<file path="src/rtl/ledrx_pixel_ram.sv">
module ledrx_pixel_ram #(
   parameter int WIDTH  = 8,
   parameter int DEPTH  = 512,
   parameter int ADDR_W = 9
) (
   input  logic              clock,
   input  logic              wr_en,
   input  logic [ADDR_W-1:0] wr_addr,
   input  logic [WIDTH-1:0]  wr_data,
   input  logic              rd_en,
   input  logic [ADDR_W-1:0] rd_addr,
   output logic [WIDTH-1:0]  rd_data
);

   logic [WIDTH-1:0] mem_ff [DEPTH];
   logic [WIDTH-1:0] rd_data_ff;

   always_ff @(posedge clock) begin
      if (wr_en) begin
         mem_ff[wr_addr] <= wr_data;
      end
      if (rd_en) begin
         rd_data_ff <= mem_ff[rd_addr];
      end
   end

   assign rd_data = rd_data_ff;

endmodule

</file>
<file path="config.mk">
export PLATFORM = sky130hd
export DESIGN_NAME = ledrx_pixel_ram
export DESIGN_NICKNAME = d
export VERILOG_FILES = /design/src/rtl/ledrx_pixel_ram.sv
export SDC_FILE = /design/constraint.sdc
export NUM_CORES = 2
export LEC_CHECK = 0
export BUFFER_PORTS_ARGS = -buffer_cell sky130_fd_sc_hd__buf_2
export CELL_PAD_IN_SITES_DETAIL_PLACEMENT = 0
export CELL_PAD_IN_SITES_GLOBAL_PLACEMENT = 1
export CORE_ASPECT_RATIO = 0.9
export CORE_MARGIN = 1.5
export CORE_UTILIZATION = 49
export CTS_CLUSTER_SIZE = 24
export DETAILED_ROUTE_END_ITERATION = 8
export PLACE_DENSITY_LB_ADDON = 0.08
export REMOVE_ABC_BUFFERS = 1
export SKIP_CTS_REPAIR_TIMING = 1
export SLEW_MARGIN = 20
export SYNTH_ARGS = -nofsm -noshare
export SYNTH_HDL_FRONTEND = slang
export SYNTH_SLANG_ARGS = --single-unit
</file>
<file path="constraint.sdc">
create_clock -name clock -period 5.85 [get_ports clock]
set_input_delay 0.585 -clock clock [delete_from_list [all_inputs] [get_ports clock]]
set_output_delay 0.585 -clock clock [all_outputs]
set_load 0.005 [all_outputs]
</file>
# Word level (Yosys, flattened, before mapping)
# Memory sizes are Yosys's and may differ from the RTL's. A register that Yosys moved wholly into a read port is not among the register bits.
# Index checks and enable logic that the tools add are counted.
[word_totals] n_memories=1 rom_bits=0 input_bits=29 mem_bits_rw=4096 ff_bits=0 latch_bits=0
[op_classes] n_bitwise=0 n_mux=2 eq_ne=0 n_lt_le_gt_ge=0 n_addsub=0 n_mul=0 div=0 shifts=0 reduce_logical=0
[memory_table] name="mem_ff" depth=512 word_bits=8 rd=1 rd_ports_with_merged_regs=1 wr=1 line_no="15" text="logic [WIDTH-1:0] mem_ff [DEPTH];"
[ops] operator="$mux W1" count=2

# Longest topological paths before layout
[depth] word_depth=2 ltp_mapped=12 mapped_depth_nobuf=7

# Worst setup path after synthesis
# Ideal clock, no wire load.
[synth_path] path_type="in2reg" from="input rd_addr[0]" to="register rd_data_ff[0], in the netlist rd_data[0] (read register of mem_ff) (data pin)" setup_time_ns=0.257 n_path_buf=4 stages=10 setup_slack_ns=3.154 arrival_time_ns=2.439 cell_sequence="buf_4 > buf_12 > buf_12 > buf_2 > mux4_2 > o21ai_0 > nand3_1 > nand4_1 > o21ai_0 > o2111a_1"
[synth_lines] item="start: declaration" line_no="11" text="input logic [ADDR_W-1:0] rd_addr,"
[synth_lines] item="end: declaration" line_no="16" text="logic [WIDTH-1:0] rd_data_ff;"

==> impl_metrics.toml <==
[critical_path]
cp.required_ps = 6660
path_class = "input port to register"
crit_path_max_incr_delay_ps = 960
startpoint_type = "input port"
ff2ff_setup_slack_ps = 2150
cp.depth = 11
cp-end-kind = "register"
slowest_stage = "nor4_1"
reg2reg_depth = 9
crit_top_cell = "buf_4"
critPathBufInv = 4
rr_startpoint = "mem_ff[275][2]"
crit_fanout = 28
cp_cell_sequence = "clkbuf_8, nand2b_4, buf_4, o221ai_1, a21oi_1, nor4_1, buf_4, nand4_1, nor4_1, buf_4, o2111a_1"
arrival_ps = 4890
worstReg2RegEnd = "rd_data[2]"
critPathTopFamily = "simple AND/OR/NAND/NOR gates"

[die]
rows = 198
boundaryPins = 37
die_area_um2 = 330000
die_y_um = 545
die_w_um = 605
core_area_um2 = 324000
start_util_pct = 49.4

[layout]
fin_area_um2 = 179000
nets = 8206
area_delta_synth_final_pct = 11.8
register_area_um2 = 123000
final_cell_mix = "4,104 x edfxtp_1, 797 x mux2i_1, 654 x mux4_2"
final_cells = 12800
nFillCells = 24700
multiInputGateArea_um2 = 34000
drive_above_1_share_pct = 18.0
mostFrequentLayoutCell = "edfxtp_1"
fin_util_pct = 55.2

[cts]
cts_buffer_depth = 4
htreeDepth = 5
cts_made_buffers = 415
cts_sinks = 4104
cts_tree = "yes"
clk_latency_ps = 960
clk_pin_slew_worst_paths_ps = 60
cts_root_buf = "clkbuf_16"

[route]
drt_iter0_markers = 9836
drc_errors = 0
postRouteWirelength_um = 433000
vias = 81000
viasPerCell = 6.32
wire_per_inst_um = 33.7
ant_nets = 0
firstDrtPassIters = 6

[synth]
synth_cells = 8030
synth_area_per_cell_um2 = 19.9
yosysWarnings = 0
synth_top_area_share_pct = 77.0
yosys_register_bits = 4104
synth_top_flop_cell = "edfxtp_1"
synth.distinct_cells = 50
async_flop_share_pct = 0
synthTopCellsByArea = "edfxtp_1 77%, mux4_2 9.2%, mux2i_1 5.0%"
seq_area_frac_synth_pct = 77.0
yosys.area.top_type = "edfxtp_1"
syn_area_um2 = 160000
synth_edf_count = 4104

[sta]
max_freq_mhz = 245
finClkSkew_ps = 43.2
slew_headroom_pct = 20.1
rsz0062_at_grt = "no"
drv_slew = 0
min_period_ps = 4080
hold_viol = 0
finalSetupViolCount = 0
worst_pin_slew_ps = 1200
period_share_pct = 69.8

[pwr]
switching_share_pct = 21.5
power_density_nw_per_um2 = 347
comb_power_share_pct = 4.8
power.share.clock_pct = 43.0
p_int_mw = 48.7
pwr-share-seq_pct = 52.2
p_leak_nw = 56.3
switchingPower_mw = 13.4
vdd_drop_max_mv = 0.264

[global_routing]
grtUsageTotal_pct = 26.0
grt_pass1_vias = 80000
grt_max_degree = 181
antenna_found_initial = 26
grt_pass1_wl_um = 611000
grt-ovfl-total = 0

[place]
dpl.hpwl_um = 261000
portBuffers = 36
place_inst = 12100
place_area_um2 = 165000
gp_congestion = 0.874

[worst_hold_path]
hp-start = "wr_data[2]"
hold-path-cell-count = 1
min_path_type = "input port to register"
holdPathEnd = "mem_ff[468][2]"

[status]
status = "finished clean"

[flow_run]
cap_violations = 0
-- registers in the layout (all words and copies together) (netlist names) --
| register | count |
|---|---|
| mem_ff | 4096 |
| rd_data | 8 |
-- worst reg2reg max path: stages (launching register included) --
cell and delay, ps:
edfxtp_1 330, mux2i_1 90, o221ai_1 400, a21oi_1 240
nor4_1 960, buf_4 260, nand4_1 320, nor4_1 550
buf_4 230, o2111a_1 190
-- power by group through the flow --
stage / Clock, mW / Combinational, mW / Sequential (mW)
final: 26.7 / 2.98 / 32.4
after global routing: 28.1 / 3.12 / 32.4
after CTS: 27.0 / 2.99 / 32.4
after detailed placement: 0 / 2.98 / 33.1
after global placement: 0 / 2.94 / 33.0
after floorplan: 0 / 1.13 / 33.0
-- synthesized netlist by cell type (all sizes together) (7+ instances only) --
cell,number
o221ai,372
nor4,36
o22ai,163
o31ai,13
edfxtp,4104
o21ai,119
a211oi,17
nor2,597
nand2,111
and2,20
o2111a,8
nor3b,8
nand4,32
o41ai,7
a22oi,61
clkbuf,265
a21oi,194
nor3,109
buf,248
mux2i,797
nand3,36
mux4,654
-- area by class of cell --
class                      count  share of cell area, %
multi-input combinational   3410                   19.0
clock inverter               263                   1.49
sequential                  4104                   68.9
clock buffer                 497                   6.11
inverter                       3                 0.0105
antenna                        5                0.00699
timing repair buffer         243                   1.45
tap                         4300                   3.01
-- worst max path at each step --
stage,from,end
2_1_floorplan,rd_addr[2],rd_data[6]
3_3_place_gp,rd_addr[0],rd_data[3]
6_report,rd_addr[2],rd_data[2]
3_5_place_dp,rd_addr[1],rd_data[4]
4_1_cts,rd_addr[0],rd_data[2]
5_1_grt,rd_addr[0],rd_data[2]
-- layer usage --
| metal | GRT usage, % | wire length (um) |
|---|---|---|
| met1 | 39.5 | 190000 |
| met2 | 39.7 | 200000 |
| met3 | 4.24 | 31800 |
| met4 | 6.07 | 10700 |
| met5 | 0 | 27 |
-- logic make-up (layout without fill, tap and decap cells) --
family / Yosys count / in the layout / synth area share (%)
DFF: 4104 / 4104 / 77.0
muxes: 1451 / 1451 / 14.2
buffers and inverters: 516 / 1006 / 1.85
AOI/OAI and AO/OA: 979 / 979 / 4.31
other: 0 / 5 / 0
and+or+nand+nor: 980 / 980 / 2.63
-- through the flow --
step           TNS [ps]  total power, mW  setup WS [ps]  hold slack, ps
2_1_floorplan    -27620             34.2          -3510             684
3_3_place_gp          0             36.0            795            1040
3_5_place_dp          0             36.0           1000            1050
4_1_cts               0             62.5           2010            27.0
5_1_grt               0             63.6           1720            58.1
6_report              0             62.1           1770            76.8
(Power assumes the default switching activity.)
