<file path="config.mk">
export PLATFORM = sky130hd
export DESIGN_NAME = ledrx_framer
export DESIGN_NICKNAME = d
export VERILOG_FILES = /design/src/rtl/ledrx_pkg.sv /design/src/rtl/ledrx_framer.sv
export SDC_FILE = /design/constraint.sdc
export NUM_CORES = 1
export LEC_CHECK = 0
export ABC_AREA = 1
export BUFFER_PORTS_ARGS = -buffer_cell sky130_fd_sc_hd__buf_2
export CAP_MARGIN = 25
export CORE_MARGIN = 2
export CORE_UTILIZATION = 56
export DETAILED_ROUTE_END_ITERATION = 12
export PLACE_DENSITY = 0.85
export SETUP_SLACK_MARGIN = 0.5
export SYNTH_ARGS = -nofsm -noshare
export SYNTH_HDL_FRONTEND = slang
export SYNTH_SLANG_ARGS = --single-unit
</file>
<file path="constraint.sdc">
create_clock -name clock -period 5.1 [get_ports clock]
set_input_delay 1.02 -clock clock [delete_from_list [all_inputs] [get_ports clock]]
set_output_delay 1.02 -clock clock [all_outputs]
set_load 0.02 [all_outputs]
</file>
<file path="src/rtl/ledrx_pkg.sv">
package ledrx_pkg;

   // Frame geometry
   localparam int PIXELS = 150;
   localparam int PIX_W  = (PIXELS > 1) ? $clog2(PIXELS) : 1;
   localparam int CNT_W  = $clog2(PIXELS + 1);
   localparam int CMP_W  = (CNT_W > 8) ? CNT_W : 8;
   localparam int ADDR_W = PIX_W + 1;
   localparam int DEPTH  = 2 << PIX_W;

   // Sync pair
   localparam logic [7:0] SYNC_FIRST  = 8'hFF;
   localparam logic [7:0] SYNC_SECOND = 8'hAA;

   // Request kinds
   localparam logic [1:0] REQ_BYTE  = 2'd0;
   localparam logic [1:0] REQ_TICK  = 2'd1;
   localparam logic [1:0] REQ_PIXEL = 2'd2;

   // Result kinds
   localparam logic [1:0] KIND_ACCEPT   = 2'd0;
   localparam logic [1:0] KIND_MISMATCH = 2'd1;
   localparam logic [1:0] KIND_TIMEOUT  = 2'd2;
   localparam logic [1:0] KIND_PIXEL    = 2'd3;

   // Register indexes and reset values
   localparam logic CSR_FRAME_PIXELS = 1'b0;
   localparam logic CSR_TIMEOUT_MS   = 1'b1;
   localparam logic [7:0] FRAME_PIXELS_RST = 8'd150;
   localparam logic [9:0] TIMEOUT_MS_RST   = 10'd50;

   typedef struct packed {
      logic       valid;
      logic [1:0] kind;
   } evt_type;

   typedef struct packed {
      logic [2:0]        lane_en;
      logic [ADDR_W-1:0] addr;
      logic [7:0]        data;
   } mem_wr_type;

endpackage

</file>
<file path="src/rtl/ledrx_framer.sv">
module ledrx_framer (
   input  logic                   clock,
   input  logic                   reset,
   input  logic                   csr_we,
   input  logic                   csr_addr,
   input  logic [9:0]             csr_wdata,
   input  logic                   accept,
   input  logic [1:0]             req_type,
   input  logic [7:0]             rx_byte,
   output logic                   busy,
   output logic                   shown_bank,
   output ledrx_pkg::evt_type     evt,
   output ledrx_pkg::mem_wr_type  mem_wr
);
   import ledrx_pkg::*;

   localparam logic [1:0] PH_SYNC1 = 2'd0;
   localparam logic [1:0] PH_SYNC2 = 2'd1;
   localparam logic [1:0] PH_DATA  = 2'd2;

   logic [7:0]       frame_pixels_ff;
   logic [9:0]       timeout_ms_ff;
   logic [1:0]       phase_ff, phase_in;
   logic [CNT_W-1:0] pix_cnt_ff, pix_cnt_in;
   logic [1:0]       lane_ff, lane_in;
   logic [7:0]       xor_ff, xor_in;
   logic [9:0]       ms_ff, ms_in;
   logic             shown_ff, shown_in;
   logic             busy_ff, busy_in;
   logic [PIX_W-1:0] clr_ptr_ff, clr_ptr_in;
   logic [CMP_W-1:0] fp_wide;
   logic [CNT_W-1:0] frame_len;

   // Clamp the frame length to 1..PIXELS
   always_comb begin
      fp_wide = CMP_W'(frame_pixels_ff);
      if (frame_pixels_ff == 8'd0) begin
         frame_len = CNT_W'(1);
      end else if (fp_wide > CMP_W'(PIXELS)) begin
         frame_len = CNT_W'(PIXELS);
      end else begin
         frame_len = CNT_W'(fp_wide);
      end
   end

   always_comb begin
      phase_in   = phase_ff;
      pix_cnt_in = pix_cnt_ff;
      lane_in    = lane_ff;
      xor_in     = xor_ff;
      ms_in      = ms_ff;
      shown_in   = shown_ff;
      busy_in    = busy_ff;
      clr_ptr_in = clr_ptr_ff;
      evt        = '0;
      mem_wr.lane_en = 3'b000;
      mem_wr.addr    = {~shown_ff, pix_cnt_ff[PIX_W-1:0]};
      mem_wr.data    = rx_byte;

      if (busy_ff) begin
         // Clear bank zero, one row a cycle
         mem_wr.lane_en = 3'b111;
         mem_wr.addr    = {1'b0, clr_ptr_ff};
         mem_wr.data    = 8'd0;
         clr_ptr_in     = clr_ptr_ff + PIX_W'(1);
         if (clr_ptr_ff == PIX_W'(PIXELS - 1)) begin
            busy_in = 1'b0;
         end
      end else if (accept) begin
         case (req_type)
            REQ_BYTE: begin
               case (phase_ff)
                  PH_SYNC1: begin
                     if (rx_byte == SYNC_FIRST) begin
                        phase_in = PH_SYNC2;
                     end
                  end
                  PH_SYNC2: begin
                     if (rx_byte == SYNC_SECOND) begin
                        phase_in   = PH_DATA;
                        pix_cnt_in = '0;
                        lane_in    = 2'd0;
                        xor_in     = 8'd0;
                        ms_in      = 10'd0;
                     end else if (rx_byte != SYNC_FIRST) begin
                        phase_in = PH_SYNC1;
                     end
                  end
                  PH_DATA: begin
                     if (pix_cnt_ff < frame_len) begin
                        mem_wr.lane_en = 3'b001 << lane_ff;
                        xor_in = xor_ff ^ rx_byte;
                        if (lane_ff == 2'd2) begin
                           lane_in    = 2'd0;
                           pix_cnt_in = pix_cnt_ff + CNT_W'(1);
                        end else begin
                           lane_in = lane_ff + 2'd1;
                        end
                     end else begin
                        phase_in  = PH_SYNC1;
                        evt.valid = 1'b1;
                        if (xor_ff == rx_byte) begin
                           shown_in = ~shown_ff;
                           evt.kind = KIND_ACCEPT;
                        end else begin
                           evt.kind = KIND_MISMATCH;
                        end
                     end
                  end
                  default: begin
                     phase_in = PH_SYNC1;
                  end
               endcase
            end
            REQ_TICK: begin
               if (phase_ff == PH_DATA) begin
                  if (ms_ff >= timeout_ms_ff) begin
                     phase_in  = PH_SYNC1;
                     evt.valid = 1'b1;
                     evt.kind  = KIND_TIMEOUT;
                  end else begin
                     ms_in = ms_ff + 10'd1;
                  end
               end
            end
            REQ_PIXEL: begin
               evt.valid = 1'b1;
               evt.kind  = KIND_PIXEL;
            end
            default: begin
            end
         endcase
      end
   end

   always_ff @(posedge clock) begin
      if (reset) begin
         frame_pixels_ff <= FRAME_PIXELS_RST;
         timeout_ms_ff   <= TIMEOUT_MS_RST;
         phase_ff        <= PH_SYNC1;
         pix_cnt_ff      <= '0;
         lane_ff         <= 2'd0;
         xor_ff          <= 8'd0;
         ms_ff           <= 10'd0;
         shown_ff        <= 1'b0;
         busy_ff         <= 1'b1;
         clr_ptr_ff      <= '0;
      end else begin
         if (csr_we && csr_addr == CSR_FRAME_PIXELS) begin
            frame_pixels_ff <= csr_wdata[7:0];
         end
         if (csr_we && csr_addr == CSR_TIMEOUT_MS) begin
            timeout_ms_ff <= csr_wdata;
         end
         phase_ff   <= phase_in;
         pix_cnt_ff <= pix_cnt_in;
         lane_ff    <= lane_in;
         xor_ff     <= xor_in;
         ms_ff      <= ms_in;
         shown_ff   <= shown_in;
         busy_ff    <= busy_in;
         clr_ptr_ff <= clr_ptr_in;
      end
   end

   assign busy       = busy_ff;
   assign shown_bank = shown_ff;

endmodule

</file>
### After elaboration in Yosys (flattened, before gate mapping)

Cells that the tools add are included.

* register bits: 58
* latch bits: 0
* memory bits (writable): 0
* bits in read-only memories: 0
* bits of input ports: 25
* output and inout bits: 25
* word-level logic and storage cells: 97
* memories kept: 0

* $add $sub $neg: 4
* multiply operators: 0
* div/mod/pow operators: 0
* magnitude comparators: 3
* equality and inequality tests: 21
* shift operators: 1
* muxes and demuxes: 41
* bitwise gates (word level): 5
* reductions and logical operators: 12

Operators with widths (count)
* $mux 8: 6
* $mux 10: 4
* $mux 3: 11
* $pmux 8 s2: 2
* $eq 8x8->1 const B: 3
* $pmux 10 s2: 1
* $mux 2: 9
* $mux 17: 1
* $add 8x1->8 const B: 2
* $ne 2x2->1 const B: 7
* $reduce_and 7->1: 2
* $reduce_and 6->1: 2
* $add 10x1->10 const B: 1
* $ge 10x10->1: 1
* $pmux 3 s3: 1
* $eq 8x8->1: 1
* $gt 8x8->1 const B: 1
* $logic_not 8->1: 1
* $lt 8x8->1: 1
* $ne 8x8->1 const B: 1
* $pmux 2 s2: 2
* $reduce_and 8->1: 1
* $xor 8x8->8: 1
* $eq 2x2->1 const B: 3
* 12 further kinds: 22

### Depth between registers and ports, before layout

* depth after elaboration: 9
* gate-level depth with buffers: 20
* depth with buffers taken out: 19

### Worst setup path after synthesis

Ideal clock, no wire load.

* path type: register to output
* start point: register frame_pixels_ff[2], in the netlist fp_wide[2]
* end point: output mem_wr[18] (netlist name)
* data arrival time: 2.306 ns
* required time: 4.080 ns
* path slack: 1.774 ns
* cell stages (with the launch flop): 13
* buffers on the path: 0
* cells stage by stage: dfxtp_1 -> nor2_2 -> nor2_1 -> nand2_1 -> nand2_1 -> nand2_2 -> nand2_1 -> ha_1 -> a21oi_1 -> nor2_1 -> a211oi_1 -> nand4_1 -> o31ai_1

RTL lines
* start, declared: line ledrx_framer.sv:21 `logic [7:0] frame_pixels_ff;`
* start signal, assigned: line ledrx_framer.sv:150 `frame_pixels_ff <= csr_wdata[7:0];`
* end, declared: line ledrx_framer.sv:13 `output ledrx_pkg::mem_wr_type mem_wr`

==> flow_metrics.py <==
metrics = {
    "run_status": {
        "outcome": "completed",
    },
    "final_layout": {
        "multi_input_area_sq_um": 1999,
        "area_delta_synth_final_pct": 12.53,
        "seqCellArea_sq_um": 1161,
        "n_antenna_cell": 0,
        "stdcell_count": 654,
        "nFillCells": 535,
        "drive_gt1_share_pct": 14.51,
        "fin_nets": 621,
    },
    "clock_network": {
        "htree_levels": 3,
        "clk_pin_slew_worst_paths_ps": 60,
        "cts-root-buf": "clkbuf_8",
        "cts_buffers": 9,
        "tritoncts": "built",
        "ctsResizeCount": 0,
        "cts_hold_buf": 0,
        "clk-insertion-delay-late_ps": 340,
        "cts.sinks": 58,
        "post_cts_buffers": 0,
        "clockBufferDepth": 2,
    },
    "route": {
        "num_vias": 3556,
        "viasPerCell": 5.437,
        "drtIter0Drc": 260,
        "post_drt_wl_per_cell_um": 12.39,
        "firstDrtPassIters": 5,
        "drt-total-wl_um": 8101,
        "ant_nets": 0,
        "drcViolationCount": 0,
    },
    "floorplanning": {
        "rows": 28,
        "die_w_um": 83.22,
        "start_util_pct": 58.67,
        "design.core.area_sq_um": 5991,
        "fp.dieH_um": 83.22,
        "io_pins": 50,
        "dieArea_sq_um": 6926,
    },
    "timing": {
        "slew_violations": 0,
        "fmax_ghz": 0.2522,
        "fin_skew_ps": 4.338,
        "hold_viol": 0,
        "fin_tns_setup_ps": 0,
        "post-route-min-period_ps": 3965,
        "tightest_slew_ps": 954.2,
        "rsz0062_at_grt": "false",
        "fin_crit_sh_pct": 77.74,
        "relSlewSlack_pct": 36.30,
        "finalSetupViolations": 0,
    },
    "worst_hold_path": {
        "hold_path_class": "register to register",
        "holdPathStages": 2,
    },
    "pwr": {
        "leakagePower_nw": 1.828,
        "ir_drop_mv": 0.1525,
        "power_density_nw_per_um2": 237.7,
    },
    "synthesis": {
        "synth-seq-area-share_pct": 33.04,
        "synth_cell_types": 37,
        "synthCells": 527,
        "synth_ff_type": "dfxtp_1",
        "syn-num-nets": 573,
        "ys_ff_latch": 58,
        "syn-cell-area_sq_um": 3515,
        "async_flop_share_pct": 0,
        "syn_avg_cell_area_sq_um": 6.669,
        "yosysWarnings": 0,
        "synth_edf_count": 0,
    },
    "worst_setup_path": {
        "critPathKind": "register to primary output",
        "cpPeakStageDelay_ps": 450,
        "path_cells": "nor2_2, nor2_1, nand2_1, nand2_1, nand2_2, nand2_1, ha_1, a21oi_1, nor2_1, a211oi_1, nand4_1, o31ai_1, buf_2",
        "end_kind": "primary output",
        "crit_slowest_cell": "a211oi_1",
        "r2r_start": "fp_wide[2]",
        "worst_ep_arrival_time_ps": 2940,
        "rrSetupSlack_ps": 2500,
        "r2r_cells": 16,
        "endpoint": "mem_wr[18]",
        "startpoint": "fp_wide[2]",
        "required_ps": 4080,
        "start_kind": "register",
        "crit_path_max_fanout": 7,
        "reg2reg_to": "lane_ff[1]",
        "path_common_cell": "nand2_1",
    },
    "grt": {
        "grt_use_total_pct": 24.82,
        "first_global_vias": 3279,
        "antenna_found_initial": 0,
        "grt_pass1_wl_um": 14280,
        "grt_max_degree": 45,
        "overflow": 0,
    },
    "place": {
        "hpwl_um": 5910,
        "gp_congestion": 0.8773,
        "portBuffers": 49,
        "place_inst": 639,
    },
    "job": {
        "cap_violations": 0,
    },
}
-- synthesized netlist by cell type, types with 3 or more instances --
cell,instances,area share (%)
a211oi_1,3,0.64
a21oi_1,40,5.7
a21oi_2,4,1.0
clkbuf_1,8,0.85
dfxtp_1,58,33
ha_1,21,7.5
inv_1,71,7.6
nand2_1,97,10
nand2_2,6,1.1
nand3_1,22,3.1
nand4_1,9,1.6
nor2_1,90,9.6
nor3_1,19,2.7
o211ai_1,6,1.3
o21ai_0,32,4.6
o21bai_1,4,0.85
xor2_1,8,2.0
-- critical path: cells and delay by family (launching register included) --
| family | cells | cell delay (ps) |
|---|---|---|
| AND/OR/NAND/NOR | 8 | 910 |
| AO/OA/AOI/OAI | 3 | 870 |
| flip-flops | 1 | 330 |
| adder cells (fa/ha/maj) | 1 | 280 |
| buffers and inverters | 1 | 200 |
-- power by group --
group / internal (W) / total, W / switching, W
combinational: 0.0000310 / 0.0000878 / 0.0000567
sequential: 0.000464 / 0.000472 / 0.00000727
clock: 0.000198 / 0.000381 / 0.000183
-- sequential cells by signal, summed over array words and instances (netlist names) --
| signal | count |
|---|---|
| lane_ff | 2 |
| ms_ff | 10 |
| busy | 1 |
| phase_ff | 2 |
| xor_ff | 8 |
| fp_wide | 8 |
| pix_cnt_ff | 8 |
| timeout_ms_ff | 10 |
| shown_bank | 1 |
| clr_ptr_ff | 8 |
-- layer usage --
metal | vias up | global-route usage (%) | wire length (um)
li1 | 1817 | - | -
met1 | 1629 | 31.54 | 3735
met2 | 89 | 40.91 | 3856
met3 | 21 | 3.976 | 340
met4 | 0 | 12.07 | 169
met5 | - | 0 | 0
-- placed cells by master (no fill, tap or decap), types with 6 or more instances in the layout --
cell,instances
nand3_1,22
nand2_2,6
o21ai_0,32
nor2_1,90
nand4_1,9
xor2_1,8
dfxtp_1,58
nor3_1,19
inv_1,71
buf_2,49
ha_1,21
clkbuf_8,11
o211ai_1,6
a21oi_1,40
nand2_1,97
-- stage by stage --
step	setup WS (ps)	hold WS (ps)	cell area [sq um]	power, W	util, %
after global placement	1734	459.1	3785	0.0005644	63.18
after CTS	1158	487.1	3955	0.0009439	66.02
after global routing	822.5	513.8	3955	0.0009804	66.02
after detailed placement	1611	478.0	3785	0.0005684	63.18
final	1135	489.8	3955	0.0009400	66.02
after floorplan	1774	435.3	3515	0.0005378	-
-- logic make-up after synthesis --
family                   after synthesis  synth area share [%]
flip-flops                            58                 33.04
XOR/XNOR                              10                 2.492
AND/OR/NAND/NOR                      256                 31.54
AO/OA/AOI/OAI                         96                 15.38
buffers and inverters                 86                 10.07
adder cells (fa/ha/maj)               21                 7.476
-- worst min-delay path by stage --
stage	from	to	slack, ps
4_1_cts	timeout_ms_ff[6]	timeout_ms_ff[6]	490
5_1_grt	timeout_ms_ff[6]	timeout_ms_ff[6]	510
3_5_place_dp	timeout_ms_ff[6]	timeout_ms_ff[6]	480
3_3_place_gp	timeout_ms_ff[8]	timeout_ms_ff[8]	460
2_1_floorplan	timeout_ms_ff[3]	timeout_ms_ff[3]	440
6_report	timeout_ms_ff[8]	timeout_ms_ff[8]	490
-- area by class of cell --
| cell class | count | share of cell area [%] |
|---|---|---|
| inverters | 72 | 6.833 |
| well taps | 75 | 2.373 |
| multi-input cells | 383 | 50.55 |
| repair buffers | 51 | 6.580 |
| flip-flops and latches | 58 | 29.36 |
| clock inverters | 3 | 0.3796 |
| clock buffers | 12 | 3.923 |
Power figures use the tool's default switching activity.
